File: config.mk
export PLATFORM = sky130hd
export DESIGN_NAME = rcx_div
export DESIGN_NICKNAME = d
export VERILOG_FILES = /design/src/hw/rtl/rcx_div.sv
export SDC_FILE = /design/constraint.sdc
export NUM_CORES = 2
export LEC_CHECK = 0
export BUFFER_PORTS_ARGS = -buffer_cell sky130_fd_sc_hd__clkbuf_2
export CAP_MARGIN = 15
export CELL_PAD_IN_SITES_DETAIL_PLACEMENT = 0
export CELL_PAD_IN_SITES_GLOBAL_PLACEMENT = 1
export CORE_ASPECT_RATIO = 1.2
export CORE_MARGIN = 8
export CORE_UTILIZATION = 46
export CTS_CLUSTER_SIZE = 25
export DETAILED_ROUTE_END_ITERATION = 8
export GPL_TIMING_DRIVEN = 0
export PLACE_DENSITY_LB_ADDON = 0.1
export SETUP_SLACK_MARGIN = 0.3
export SYNTH_ARGS = -nofsm -noshare
export SYNTH_HDL_FRONTEND = slang
export SYNTH_SLANG_ARGS = --single-unit
File: constraint.sdc
create_clock -name clk -period 2.95 [get_ports clk]
set_clock_uncertainty 0.15 [all_clocks]
set_input_delay 0.4425 -clock clk [delete_from_list [all_inputs] [get_ports clk]]
set_output_delay 0.4425 -clock clk [all_outputs]
set_load 0.05 [all_outputs]
File: src/hw/rtl/rcx_div.sv
// pipelined restoring divider, one quotient bit per register stage
module rcx_div #(
  parameter int unsigned NUM_W = 32,
  parameter int unsigned DEN_W = 17
) (
  input  logic             clk,
  input  logic [NUM_W-1:0] num_i,
  input  logic [DEN_W-1:0] den_i,
  output logic [NUM_W-1:0] quo_o,
  output logic [DEN_W-1:0] rem_o
);

  logic [DEN_W-1:0] rem_r   [NUM_W];
  logic [DEN_W-1:0] rem_nxt [NUM_W];
  logic [DEN_W-1:0] den_r   [NUM_W];
  logic [DEN_W-1:0] den_nxt [NUM_W];
  logic [NUM_W-1:0] num_r   [NUM_W];
  logic [NUM_W-1:0] num_nxt [NUM_W];
  logic [NUM_W-1:0] quo_r   [NUM_W];
  logic [NUM_W-1:0] quo_nxt [NUM_W];

  // one trial subtract per stage
  always_comb begin
    logic [DEN_W-1:0] rin;
    logic [DEN_W-1:0] din;
    logic [NUM_W-1:0] nin;
    logic [NUM_W-1:0] qin;
    logic [DEN_W:0]   trial;
    logic             ge;
    for (int k = 0; k < NUM_W; k++) begin
      if (k == 0) begin
        rin = '0;
        din = den_i;
        nin = num_i;
        qin = '0;
      end else begin
        rin = rem_r[k-1];
        din = den_r[k-1];
        nin = num_r[k-1];
        qin = quo_r[k-1];
      end
      trial      = {rin, nin[NUM_W-1]};
      ge         = (trial >= {1'b0, din});
      rem_nxt[k] = ge ? DEN_W'(trial - {1'b0, din}) : trial[DEN_W-1:0];
      den_nxt[k] = din;
      num_nxt[k] = nin << 1;
      quo_nxt[k] = {qin[NUM_W-2:0], ge};
    end
  end

  // stage registers
  always_ff @(posedge clk) begin
    for (int k = 0; k < NUM_W; k++) begin
      rem_r[k] <= rem_nxt[k];
      den_r[k] <= den_nxt[k];
      num_r[k] <= num_nxt[k];
      quo_r[k] <= quo_nxt[k];
    end
  end

  assign quo_o = quo_r[NUM_W-1];
  assign rem_o = rem_r[NUM_W-1];

endmodule

=== Yosys cells after proc, flatten, opt, wreduce, memory -nomap -nowiden ===
Memories as Yosys holds them, arrays and structs flattened.
Cells that the tools add are included.

* Muxes and demuxes: 32
* $lt $le $gt $ge: 32
* Add/sub/neg operators: 32

{| class="wikitable"
|+ Operators by type and width
! cell !! number
|-
| 18-bit by 17-bit greater-or-equal comparator with 1-bit output || 31
|-
| 17-bit 2-to-1 mux || 32
|-
| 17-bit subtractor || 31
|-
| 1-bit by 17-bit greater-or-equal comparator with 1-bit output || 1
|-
| 1-bit by 17-bit subtractor with 17-bit output || 1
|}

* Memories: 4
* Input bits: 50
* Register bits after elaboration: 0
* Memory bits (writable): 3104
* Output and inout bits: 49

{| class="wikitable"
|+ Memories
! name !! depth !! bits a word !! read ports !! clocked after Yosys merged registers in !! wr ports !! RTL line !! text
|-
| quo_r || 32 || 32 || 32 || 0 || 32 || 19 || <nowiki>logic [NUM_W-1:0] quo_r [NUM_W];</nowiki>
|-
| num_r || 32 || 31 || 31 || 0 || 32 || 17 || <nowiki>logic [NUM_W-1:0] num_r [NUM_W];</nowiki>
|-
| den_r || 32 || 17 || 31 || 0 || 32 || 15 || <nowiki>logic [DEN_W-1:0] den_r [NUM_W];</nowiki>
|-
| rem_r || 32 || 17 || 32 || 0 || 32 || 13 || <nowiki>logic [DEN_W-1:0] rem_r [NUM_W];</nowiki>
|}

=== Depth between registers and ports, before layout ===
An unclocked memory read counts as a cell.

* Depth after elaboration: 3
* Mapped depth: 14
* Depth with buffers taken out: 12

=== Worst setup path before layout ===
OpenSTA, ideal clock, no wires.

* Kind: reg-to-reg
* From: mem num_r[1][185] in the netlist's numbering
* To: mem rem_r[22][9] (netlist: rem_r[1][111])
* Arrival: 2.812 ns
* Setup slack: -0.133 ns
* Data required time: 2.679 ns
* Path buffers: 1
* Cell stages (with the launch flop): 14
* Library setup time: 0.121 ns
* Cell sequence: dfxtp_1 > inv_1 > ha_1 > inv_1 > fa_1 > a211oi_1 > o21ai_0 > a21oi_2 > o31a_1 > o31ai_1 > a21o_1 > a31oi_4 > buf_4 > mux2_2

{| class="wikitable"
|+ RTL lines
! element !! RTL line
|-
| from (decl) || 17
|-
| to (decl) || 13
|}

==> reports/summary.txt <==
Synthesis Warnings - 0
Worst path slowest cell - dfxtp_4
RSZ-0062 raised after global routing - yes
Syn Nets - 7120
Root buffer cell - clkbuf_16
Async set-or-reset flop fraction in the synthesized netlist - 0
DRC viols - 0
Synth Flop Type - dfxtp_1
Yosys top cell by area - dfxtp_1
Max Root-Sink Buffers - 3
Max H-tree Level - 4
Die area - 0.174 sq mm
Final hold vios - 0
Worst-Margin Slew - 0.881 ns
Avg WL per Cell - 16.1 microns
Gpl congestion - 0.831
CTS tree - yes
Crit share post-route - 1.06
Worst-path fanout max - 5
Worst-path cell chain - inv_4 > ha_4 > inv_2 > fa_2 > a211oi_4 > o21ai_2 > a21oi_2 > o31a_1 > o21ai_2 > a21o_1 > a31oi_4 > buf_12 > buf_12 > buf_12 > mux2_4
Outcome - finished with violations
Power Total - 102 mW
Tightest hold margin - 0.100 ns
Max-slew headroom - 0.397
Largest net degree at the start of global routing - 17
Pre-CTS setup slack - -0.965 ns
Max-cap viol count - 0
Max incr delay on CP - 0.40 ns
Via-per-instance ratio - 4.87
Highest clock rate - 320 MHz
Mapped cell area - 0.0738 sq mm
Die width - 382 microns
Top cells by area, synth - dfxtp_1 (57%), ha_1 (9.0%), mux2_2 (5.4%), inv_1 (3.5%), xnor2_1 (3.1%)
WL final - 154000 microns
Dpl hpwl - 108000 microns
Crit. Startpoint - num_r[0][309]
Antenna violations before repair - 2
Sequential area share after synthesis - 0.568
Vias in the first global route - 47600
Worst setup margin - -0.177 ns
Hold_sp - num_i[26]
Post-synth EDFFs - 0
Min Tclk post-route - 3.13 ns
Critical path required time - 3.50 ns
Synth Instances - 6510
Buf/Inv on CP - 5
FF+latch count, synth - 2095
Row count - 161
Slew Viols, Final - 0
I/O pin count - 99
Power Density - 1100 mW/mm^2
Drt initial violations - 1761
Detailed-route via count - 46500
Critical path capture point type - flip-flop
Finished Cell Area - 0.0928 sq mm
GRT overflow - 0
Maximum VDD drop - 0.554 mV
Most frequent CP cell - buf_12
Port bufs - 98
Startpoint Class - flip-flop
Final setup fails - 202
Layout cells sized above 1 - 0.252
Placed cell area - 0.0777 sq mm
Utilization after layout - 0.580
Worst EP arrival - 3.68 ns
Top delay family on crit path - compound AO/OA/AOI/OAI gates
Gr usage total - 0.172
Syn-to-layout area delta - 25.8%
Diodes inserted - 0
Clock transition at path regs - 0.06 ns
First-pass GRT wire length - 244000 microns
Syn avg cell area - 11.3 sq um
Total iterations of the first detailed-routing run - 5
Sink Count - 2095
Leakage - 42.0 nW
Routed Antenna Nets - 0
TritonCTS Buffers - 201
Worst hold path class - input pin to flip-flop
Core ar. - 0.160 sq mm
Clock Latency Late Sink - 0.82 ns
Post-synth top area share - 0.568
Post-layout nets - 7891
Failing checks - setup timing
R2r startpoint - num_r[0][309]
Setup slack, reg-to-reg - -0.18 ns
Crit path kind - flip-flop to flip-flop
Unique masters post-synth - 93
Starting Density - 0.461
Die Y - 455 microns
==> through the flow <==
step	std cells	TNS (ns)
3_3_place_gp	8727	-170.54
2_1_floorplan	6510	-1.40
5_1_grt	9561	-42.35
6_report	9561	-13.63
3_5_place_dp	8727	-166.49
4_1_cts	9497	-27.05
==> routing by layer <==
metal / global-route usage / share of wire / up-vias
met5: 0 / 0 / -
met4: 0.0600 / 0.031 / 0
met3: 0.0284 / 0.030 / 290
met2: 0.320 / 0.52 / 572
met1: 0.198 / 0.42 / 21800
li1: - / - / 23800
==> report_power, final <==
group | switching, mW | leakage [nW] | total [mW] | internal, mW
Clock | 10.8 | 3.37 | 26.4 | 15.6
Combinational | 18.3 | 21.1 | 39.3 | 21.0
Sequential | 2.59 | 17.5 | 36.1 | 33.5
==> repair_timing <==
action                                  CTS  global route
endpoints found under the hold margin    66             0
gates cloned                             28             0
resized for setup                       771           245
buffers inserted                        329            64
endpoints found under the setup margin  557           551
pin swaps                               243           172
hold buffers                             49             0
==> registers in the layout, indices dropped and copies added (netlist names) <==
register,flops
den_r,527
rem_r,544
num_r,496
quo_r,528
==> kinds of logic after synthesis <==
logic type               after synthesis  synth area share
adder cells (fa/ha/maj)              560            0.0981
multiplexers                         427            0.0653
XOR/XNOR                             417            0.0495
flip-flops                          2095             0.568
AND/OR/NAND/NOR                      980            0.0644
buffers and inverters                770            0.0416
AO/OA/AOI/OAI                       1261             0.113
==> worst register-to-register path: stages, from the launching register on <==
cell	delay, ns
dfxtp_4	0.40
inv_4	0.08
ha_4	0.12
inv_2	0.03
fa_2	0.36
a211oi_4	0.25
o21ai_2	0.10
a21oi_2	0.17
o31a_1	0.23
o21ai_2	0.06
a21o_1	0.21
a31oi_4	0.20
buf_12	0.14
buf_12	0.09
buf_12	0.11
mux2_4	0.31
==> worst paths after layout <==
| check | cells after the start | end |
|---|---|---|
| hold / removal | 2 | num_r[0][26] |
| setup / recovery | 15 | rem_r[0][185] |
| hold reg to reg | 0 | quo_r[1][477] |
| setup reg to reg | 15 | rem_r[0][185] |
==> final cells by class <==
cell class / count / area (sq um)
repair buffers: 568 / 5460
clock buffers: 270 / 5700
multi-input cells: 3645 / 32000
fillers: 13500 / 67200
flip-flops and latches: 2095 / 42100
well taps: 2119 / 2650
clock inverters: 94 / 1320
inverters: 690 / 2650
plain buffers: 80 / 998
==> cells in the mapped netlist (12+ instances only) <==
cell type  instances
a2111oi_0         15
a211o_1           19
a211oi_1          35
a21boi_0          12
a21o_1           191
a21oi_1          340
a21oi_2           12
a31o_2            12
a31oi_1           54
and2_1            14
and3_1            30
buf_2             19
buf_4             25
clkbuf_1          25
dfxtp_1         2095
fa_1              31
ha_1             529
inv_1            689
mux2_1            12
mux2_2           357
mux2_4            16
mux2i_1           42
nand2_1          245
nand2b_1          35
nand3_1           56
nand4_1           80
nor2_1           253
nor2b_1           56
nor3_1           112
nor4_1            14
o211ai_1          27
o21a_1            51
o21ai_0          236
o21ai_1           17
o21bai_1          75
o31a_1            21
o31ai_1           36
or2_2             18
or3_1             37
xnor2_1          259
xor2_1           158
==> layout by cell type, fill, tap and decap left out, types with 51 or more instances in the layout <==
master / count
a21oi_1: 290
nor3_1: 110
nand3_1: 53
buf_6: 146
o21a_1: 51
mux2_2: 228
nor2_1: 252
inv_1: 616
inv_2: 54
dfxtp_1: 2029
o21ai_0: 155
dfxtp_2: 52
clkbuf_2: 102
xnor2_1: 259
nor2b_1: 55
ha_1: 464
buf_4: 242
o21bai_1: 67
mux2_4: 157
nand4_1: 80
xor2_1: 158
a21o_1: 191
ha_4: 57
nand2_1: 205
clkbuf_16: 211
Power figures use the tool's default switching activity.
